### src/rtl/crcx_pkg.sv
package crcx_pkg;

   // CRC constants
   localparam logic [15:0] CrcAllOnes = 16'hFFFF;
   localparam logic [15:0] PolyReset  = 16'h8408;

   // default depth of the queue between front and back
   localparam int QueueDepth = 2;

   // one accepted byte word
   typedef struct packed {
      logic [7:0] data_byte;
      logic       first_byte;
      logic       last_byte;
   } crcx_item_type;

   // head of the queue as offered to the back part
   typedef struct packed {
      logic          valid;
      crcx_item_type item;
   } crcx_head_type;

endpackage

### src/rtl/crcx_front.sv
module crcx_front import crcx_pkg::*; #(
   parameter int Depth = QueueDepth
) (
   input  logic          clock,
   input  logic          reset,
   input  logic          req_valid,
   output logic          req_stall,
   input  logic [7:0]    req_data_byte,
   input  logic          req_first_byte,
   input  logic          req_last_byte,
   output crcx_head_type head,
   input  logic          pop
);

   localparam int PtrW = (Depth > 1) ? $clog2(Depth) : 1;
   localparam int CntW = $clog2(Depth + 1);

   crcx_item_type       slot_ff [Depth];
   logic [PtrW-1:0]     wr_ptr_ff, wr_ptr_in;
   logic [PtrW-1:0]     rd_ptr_ff, rd_ptr_in;
   logic [CntW-1:0]     count_ff, count_in;
   logic                push;
   crcx_item_type       item;

   // classify the incoming word into a queue entry
   always_comb begin
      item.data_byte  = req_data_byte;
      item.first_byte = req_first_byte;
      item.last_byte  = req_last_byte;
   end

   // stall only when every slot is taken
   assign req_stall = (count_ff == CntW'(Depth));
   assign push      = req_valid && !req_stall;

   // advance pointers with wrap at the depth
   always_comb begin
      wr_ptr_in = wr_ptr_ff;
      rd_ptr_in = rd_ptr_ff;
      count_in  = count_ff;
      if (push) begin
         wr_ptr_in = (wr_ptr_ff == PtrW'(Depth - 1)) ? '0 : wr_ptr_ff + 1'b1;
      end
      if (pop) begin
         rd_ptr_in = (rd_ptr_ff == PtrW'(Depth - 1)) ? '0 : rd_ptr_ff + 1'b1;
      end
      if (push && !pop) begin
         count_in = count_ff + 1'b1;
      end else if (pop && !push) begin
         count_in = count_ff - 1'b1;
      end
   end

   always_ff @(posedge clock) begin
      if (reset) begin
         wr_ptr_ff <= '0;
         rd_ptr_ff <= '0;
         count_ff  <= '0;
      end else begin
         wr_ptr_ff <= wr_ptr_in;
         rd_ptr_ff <= rd_ptr_in;
         count_ff  <= count_in;
      end
   end

   // store the word in its slot
   always_ff @(posedge clock) begin
      if (push) begin
         slot_ff[wr_ptr_ff] <= item;
      end
   end

   // offer the oldest word
   assign head.valid = (count_ff != '0);
   assign head.item  = slot_ff[rd_ptr_ff];

`ifndef NO_ASSERTIONS
   a_count_bound: assert property (@(posedge clock) disable iff (reset)
      count_ff <= CntW'(Depth))
      else $error("queue count beyond depth");
   a_pop_nonempty: assert property (@(posedge clock) disable iff (reset)
      pop |-> (count_ff != '0))
      else $error("pop from empty queue");
   a_push_grows: assert property (@(posedge clock) disable iff (reset)
      (push && !pop) |=> (count_ff == $past(count_ff) + 1'b1))
      else $error("queue count did not grow on push");
`endif

endmodule

### src/rtl/crcx_back.sv
module crcx_back import crcx_pkg::*; (
   input  logic          clock,
   input  logic          reset,
   input  logic          csr_write_enable,
   input  logic [15:0]   csr_write_data,
   input  crcx_head_type head,
   output logic          pop,
   output logic          rsp_valid,
   input  logic          rsp_stall,
   output logic [15:0]   rsp_crc_value,
   output logic          rsp_end_of_message
);

   logic [15:0] poly_ff;
   logic [15:0] running_crc_ff, running_crc_in;
   logic        rsp_valid_ff, rsp_valid_in;
   logic [15:0] rsp_crc_value_ff;
   logic        rsp_end_of_message_ff;
   logic [15:0] start_value;

   // fold one byte into the running value, eight shifts
   function automatic logic [15:0] fold_byte(input logic [15:0] value,
                                             input logic [7:0]  data,
                                             input logic [15:0] poly);
      logic [15:0] v;
      v = value ^ {8'h00, data};
      for (int k = 0; k < 8; k++) begin
         if (v[0]) begin
            v = (v >> 1) ^ poly;
         end else begin
            v = v >> 1;
         end
      end
      return v;
   endfunction

   // take the head whenever the output register is free or being drained
   assign pop = head.valid && (!rsp_valid_ff || !rsp_stall);

   assign start_value    = head.item.first_byte ? CrcAllOnes : running_crc_ff;
   assign running_crc_in = pop ? fold_byte(start_value, head.item.data_byte, poly_ff)
                               : running_crc_ff;

   always_comb begin
      rsp_valid_in = rsp_valid_ff;
      if (pop) begin
         rsp_valid_in = 1'b1;
      end else if (!rsp_stall) begin
         rsp_valid_in = 1'b0;
      end
   end

   // hold polynomial, running value and result valid
   always_ff @(posedge clock) begin
      if (reset) begin
         poly_ff        <= PolyReset;
         running_crc_ff <= CrcAllOnes;
         rsp_valid_ff   <= 1'b0;
      end else begin
         if (csr_write_enable) begin
            poly_ff <= csr_write_data;
         end
         running_crc_ff <= running_crc_in;
         rsp_valid_ff   <= rsp_valid_in;
      end
   end

   // load the result word on each pop
   always_ff @(posedge clock) begin
      if (pop) begin
         rsp_crc_value_ff      <= running_crc_in ^ CrcAllOnes;
         rsp_end_of_message_ff <= head.item.last_byte;
      end
   end

   assign rsp_valid          = rsp_valid_ff;
   assign rsp_crc_value      = rsp_crc_value_ff;
   assign rsp_end_of_message = rsp_end_of_message_ff;

`ifndef NO_ASSERTIONS
   a_pop_shows: assert property (@(posedge clock) disable iff (reset)
      pop |=> rsp_valid_ff)
      else $error("popped word not shown at output");
   a_crc_idle: assert property (@(posedge clock) disable iff (reset)
      !pop |=> $stable(running_crc_ff))
      else $error("running value moved without a word");
   a_result_matches: assert property (@(posedge clock) disable iff (reset)
      pop |=> (rsp_crc_value_ff == (running_crc_ff ^ CrcAllOnes)))
      else $error("result word differs from running value");
`endif

endmodule

### src/rtl/crc16_reflected_programmable_unit.sv
// Channel  Ports                                   Direction  Handshake
// req      req_data_byte, req_first_byte,          in         req_valid / req_stall
//          req_last_byte
// rsp      rsp_crc_value, rsp_end_of_message       out        rsp_valid / rsp_stall
// csr      csr_write_data (polynomial)             in         csr_write_enable
//
// One byte word per cycle sustained while rsp_stall is low; a word taken at req
// goes to rsp via a queue slot, then the output register fed by the eight-shift fold.
// Reset is synchronous and active high: polynomial 0x8408, running value all ones.
// req_stall rises only when all queue slots are full; rsp_stall holds the output
// register and, once the queue fills, backs up into req.
module crc16_reflected_programmable_unit import crcx_pkg::*; #(
   parameter int Depth = QueueDepth
) (
   input  logic        clock,
   input  logic        reset,
   input  logic        req_valid,
   output logic        req_stall,
   input  logic [7:0]  req_data_byte,
   input  logic        req_first_byte,
   input  logic        req_last_byte,
   output logic        rsp_valid,
   input  logic        rsp_stall,
   output logic [15:0] rsp_crc_value,
   output logic        rsp_end_of_message,
   input  logic        csr_write_enable,
   input  logic [15:0] csr_write_data
);

   crcx_head_type head;
   logic          pop;

   // accept and queue words
   crcx_front #(.Depth(Depth)) u_front (
      .clock          (clock),
      .reset          (reset),
      .req_valid      (req_valid),
      .req_stall      (req_stall),
      .req_data_byte  (req_data_byte),
      .req_first_byte (req_first_byte),
      .req_last_byte  (req_last_byte),
      .head           (head),
      .pop            (pop)
   );

   // fold words and deliver results
   crcx_back u_back (
      .clock              (clock),
      .reset              (reset),
      .csr_write_enable   (csr_write_enable),
      .csr_write_data     (csr_write_data),
      .head               (head),
      .pop                (pop),
      .rsp_valid          (rsp_valid),
      .rsp_stall          (rsp_stall),
      .rsp_crc_value      (rsp_crc_value),
      .rsp_end_of_message (rsp_end_of_message)
   );

endmodule

### config.mk
export PLATFORM = sky130hd
export DESIGN_NAME = crc16_reflected_programmable_unit
export DESIGN_NICKNAME = d
export VERILOG_FILES = /design/src/rtl/crcx_pkg.sv /design/src/rtl/crcx_front.sv /design/src/rtl/crcx_back.sv /design/src/rtl/crc16_reflected_programmable_unit.sv
export SDC_FILE = /design/constraint.sdc
export NUM_CORES = 1
export LEC_CHECK = 0
export ABC_AREA = 1
export ABC_CLOCK_PERIOD_IN_PS = 7260
export BUFFER_PORTS_ARGS = -buffer_cell sky130_fd_sc_hd__buf_2
export CAP_MARGIN = 20
export CORE_MARGIN = 5
export CORE_UTILIZATION = 55
export DETAILED_ROUTE_END_ITERATION = 10
export GPL_TIMING_DRIVEN = 0
export PLACE_DENSITY_LB_ADDON = 0.2
export RECOVER_POWER = 100
export SYNTH_ARGS = -nofsm -noshare
export SYNTH_HDL_FRONTEND = slang
export SYNTH_SLANG_ARGS = --single-unit
### constraint.sdc
create_clock -name clock -period 7.26 [get_ports clock]
set_clock_uncertainty 0.15 [all_clocks]
set_input_delay 0.726 -clock clock [delete_from_list [all_inputs] [get_ports clock]]
set_output_delay 0.726 -clock clock [all_outputs]
set_load 0.1 [all_outputs]
==> results of run 1 <==
[layer usage]
layer / wire length (µm) / global-route usage
met5: 0 / 0
met1: 7440 / 0.371
met4: 468 / 0.0978
met2: 7110 / 0.410
met3: 1350 / 0.0451
[kinds of logic after synthesis]
group,share of synthesized area
compound gates,0.0557
flops,0.318
xor+xnor,0.0564
simple gates,0.455
fa+ha+maj,0.00213
buf+inv,0.112
[cell usage in the layout (no fill, tap or decap), types with 2 or more instances in the layout]
| master | count |
|---|---|
| nand2_4 | 2 |
| inv_2 | 8 |
| clkbuf_8 | 10 |
| clkbuf_1 | 48 |
| nor2_1 | 50 |
| nand2_2 | 12 |
| nor2_2 | 2 |
| buf_2 | 41 |
| clkinv_1 | 4 |
| a21oi_1 | 20 |
| xor2_1 | 17 |
| nand3b_1 | 2 |
| clkinv_4 | 2 |
| xnor2_1 | 19 |
| nand2_1 | 387 |
| nand4_1 | 8 |
| buf_1 | 4 |
| dfxtp_1 | 38 |
| inv_1 | 98 |
| inv_6 | 2 |
| edfxtp_1 | 37 |
| o21ai_0 | 41 |
| nor2_4 | 2 |
| bufinv_16 | 2 |
| buf_6 | 2 |
| or2_2 | 2 |
| nand3_1 | 151 |
[through the flow]
stage / worst slack (ns) / instance area [µm²]
after detailed placement: 3.26 / 6300
after global placement: 3.29 / 6300
final: 2.09 / 6450
after global routing: 1.42 / 6450
after CTS: 3.23 / 6520
after floorplan: 3.95 / 5880
[final cells by class]
class | instances | area, µm² | area share
sequential | 75 | 1870 | 0.290
clock buffer | 11 | 141 | 0.0219
timing repair buffer | 49 | 219 | 0.0339
inverter | 111 | 422 | 0.0654
tap | 136 | 170 | 0.0264
multi-input combinational | 724 | 3320 | 0.514
buffer | 47 | 223 | 0.0345
clock inverter | 5 | 86.3 | 0.0134
[how the worst max path moves through the flow]
stage	slack, ns	end	startpoint
after floorplan	3.95	u_back.rsp_crc_value[8]	flop
after global placement	3.29	u_back.rsp_crc_value[11]	flop
after detailed placement	3.26	u_back.rsp_crc_value[11]	flop
after CTS	3.23	u_back.rsp_crc_value[11]	flop
after global routing	1.42	u_back.rsp_crc_value[11]	flop
final	2.09	u_back.rsp_crc_value[11]	flop
==> flow_summary.ini, run 1 <==
[route]
vias = 6055
drtPass1Iterations = 5
drtIter0Drc = 668
wl_um = 16400
antenna_left = 0
drcViolationCount = 0
via_per_inst = 5.23
avgRoutedWirePerCell_um = 14.1

[finish]
areaGrowthSynthToFinish_pct = 9.70
nets = 1049
final_util = 0.622
fillCellCount = 1032
drive_gt1_frac = 0.0900
layout.cells.non_filler = 1158
num_antenna_cells = 0

[cts]
cts_buffers = 9
clkLatencyLatePin_ns = 0.36
post_cts_buffers = 0
clk_pin_slew_ns = 0.08
cts-resized-gates = 0
cts_tree = built
ctsHoldBuffers = 0
htreeDepth = 3
clock-sinks = 75
clock_path_buffers = 2
clockRootBuffer = clkbuf_8

[setup_path]
path_depth = 31
r2r_end = u_back.rsp_crc_value[11]
worstPathArrival_ns = 5.13
cpMostUsedCell = nand2_1
reg2reg_depth = 31
max_stage_delay_ns = 0.49
crit_type = flop to flop
crit_path_end_kind = flop
cp_top_family = simple AND/OR/NAND/NOR gates
path_buf_inv = 7
cp_data_required_time_ns = 7.22
slowest_stage = clkbuf_1
worst-r2r-setup-slack_ns = 2.09
worst_setup_path_start_kind = flop
crit_fanout = 10

[sta]
fmax_mhz = 193
drv_slew = 0
tns_ns = 0
setup_violations = 0
maxSlewHeadroom = 0.0262
finalCritPeriodShare = 0.712
worst_pin_slew_ns = 1.46
final.min_clock_period_ns = 5.17
holdWs_ns = 0.306
final-hold-violation-count = 0
rsz0062_at_grt = false

[place]
port_buffers = 49
dp_hpwl_um = 12600
dp.cells = 1142
gp_congestion = 0.949

[outcome]
status = completed

[logic_synthesis]
yosysMostFrequentCell = nand2_1
synth-seq-cells = 75
synth-edff-count = 37
yosysSeqAreaShare = 0.318
synth_area_leaders = nand2_1 24%, edfxtp_1 19%, dfxtp_1 13%
syn_area_per_cell_um2 = 6.14
synth_nets = 989
async_flop_share = 0
synth_area_um2 = 5880
ys_warn_count = 0
ys_top_cells_by_count = 383 x nand2_1, 149 x nand3_1, 98 x inv_1, 50 x nor2_1, 40 x o21ai_0
synth_top_area_frac = 0.244
yosys.area.top_type = nand2_1
synthFlopType = dfxtp_1
syn_inst = 957
ys_types = 35

[global_route]
antenna_found_initial = 0
gr-usage-all-layers = 0.264
grt_max_degree = 27
grt_pass1_wl_um = 27300
first_global_vias = 5479
overflow = 0

[hold_path]
hold_path_end = u_front.rd_ptr_ff
hold_depth = 1
holdCritPathClass = flop to flop
min_from = u_front.rd_ptr_ff

[floorplanning]
die-area_um2 = 12900
ios = 50
die_h_um = 113
fp.coreArea_um2 = 10400
start_util = 0.567
num_rows = 37
die-width_um = 113

[flow_run]
cap_violations = 0
Power of run 1 is left out: the tool's default activity adds up to more than one toggle a clock period on the data nets, which glitch-free logic cannot reach.
==> run 2: changes to the inputs <==
Settings changed: ABC_CLOCK_PERIOD_IN_PS 7260 to 4850.
Clock period 7.26 ns to 4.85 ns, I/O delays scaled along.
==> flow_summary.ini, run 2 (synthesis results as in run 1) <==
[outcome]
status = completed

[floorplanning]
fp.coreArea_um2 = 10400
start_util = 0.567
num_rows = 37
die-width_um = 113
die_h_um = 113
ios = 50
die-area_um2 = 12900

[cts]
post_cts_buffers = 0
clk_pin_slew_ns = 0.08
clock-sinks = 75
clock_path_buffers = 2
cts_buffers = 9
clkLatencyLatePin_ns = 0.36
htreeDepth = 3
clockRootBuffer = clkbuf_8
cts_tree = built
cts-resized-gates = 0
ctsHoldBuffers = 0

[finish]
nets = 1049
seq_area_um2 = 1870
num_antenna_cells = 0
areaGrowthSynthToFinish_pct = 10.4
final_util = 0.626
layout.cells.non_filler = 1158
fillCellCount = 1027
final_common_cell = nand2_1
drive_gt1_frac = 0.102
mostFrequentLayoutCells = 383 x nand2_1, 149 x nand3_1, 98 x inv_1
multiInputGateArea_um2 = 3350

[route]
drcViolationCount = 0
drtPass1Iterations = 6
drtIter0Drc = 620
via_per_inst = 5.17
wl_um = 16400
antenna_left = 0
vias = 5983
avgRoutedWirePerCell_um = 14.2

[sta]
finalCritPeriodShare = 0.859
drv_slew = 0
final.min_clock_period_ns = 4.16
maxSlewHeadroom = 0.0307
fmax_mhz = 240
tns_ns = 0
setup_violations = 0
final-hold-violation-count = 0
rsz0062_at_grt = false
worst_pin_slew_ns = 1.45

[place]
gp_congestion = 0.949
port_buffers = 49
dp.cells = 1142
dp_hpwl_um = 12600

[hold_path]
holdCritPathClass = primary input to flop

[setup_path]
worstPathArrival_ns = 4.13
cpMostUsedCell = nand2_1
slowest_stage = xor2_1
crit_path_end_kind = flop
max_stage_delay_ns = 0.41
crit_type = flop to flop
cp_data_required_time_ns = 4.81
worst_setup_path_start_kind = flop
crit_fanout = 10

[flow_run]
cap_violations = 0

[global_route]
first_global_vias = 5479
overflow = 0
antenna_found_initial = 0
gr-usage-all-layers = 0.264
grt_pass1_wl_um = 27300
grt_max_degree = 27
==> run 2: changes by cell type in the layout (fill, tap and decap cells not counted), sizes merged <==
| cell | before | now |
|---|---|---|
| buf | 49 | 52 |
| inv | 108 | 111 |
| clkinv | 6 | 3 |
| clkbuf | 58 | 55 |
==> run 2: path summary, 6_finish.rpt <==
| kind | depth (start not counted) | slack (ns) | start | end |
|---|---|---|---|---|
| setup reg to reg | 28 | 0.69 | flop | u_back.rsp_crc_value[12] |
| hold reg to reg | 1 | 0.31 | u_front.rd_ptr_ff | u_front.rd_ptr_ff |
| hold / removal | 1 | 0.16 | req_data_byte[1] | u_front.slot_ff[1][3] |
| setup / recovery | 28 | 0.69 | flop | u_back.rsp_crc_value[12] |
==> run 2: per-stage QoR <==
stage	worst slack, ns	hold slack, ns	area (µm²)
final	0.686	0.164	6490
after global routing	0.179	0.139	6490
after CTS	0.821	0.153	6520
after detailed placement	0.845	0.293	6300
after global placement	0.880	0.288	6300
after floorplan	1.54	0.276	5880
==> run 2: critical path: cells and delay by family, from the launching register on <==
family | cells | cell delay (ns)
xor+xnor | 1 | 0.41
flops | 1 | 0.33
simple gates | 21 | 2.30
buf+inv | 6 | 0.73
==> run 2: area by class of cell <==
class	count	share of cell area
plain buffers	47	0.0362
clock buffers	11	0.0218
clock inverters	5	0.0133
inverters	111	0.0649
multi-input cells	724	0.516
flip-flops and latches	75	0.288
well taps	136	0.0262
repair buffers	49	0.0337
==> run 2: per-layer routing <==
layer,global-route usage,vias up,routed length [µm]
met5,0,-,0
met4,0.0978,0,410
met3,0.0451,29,1190
met2,0.410,217,7230
met1,0.371,2606,7570
li1,-,3131,-
Power of run 2 is left out for the same reason.
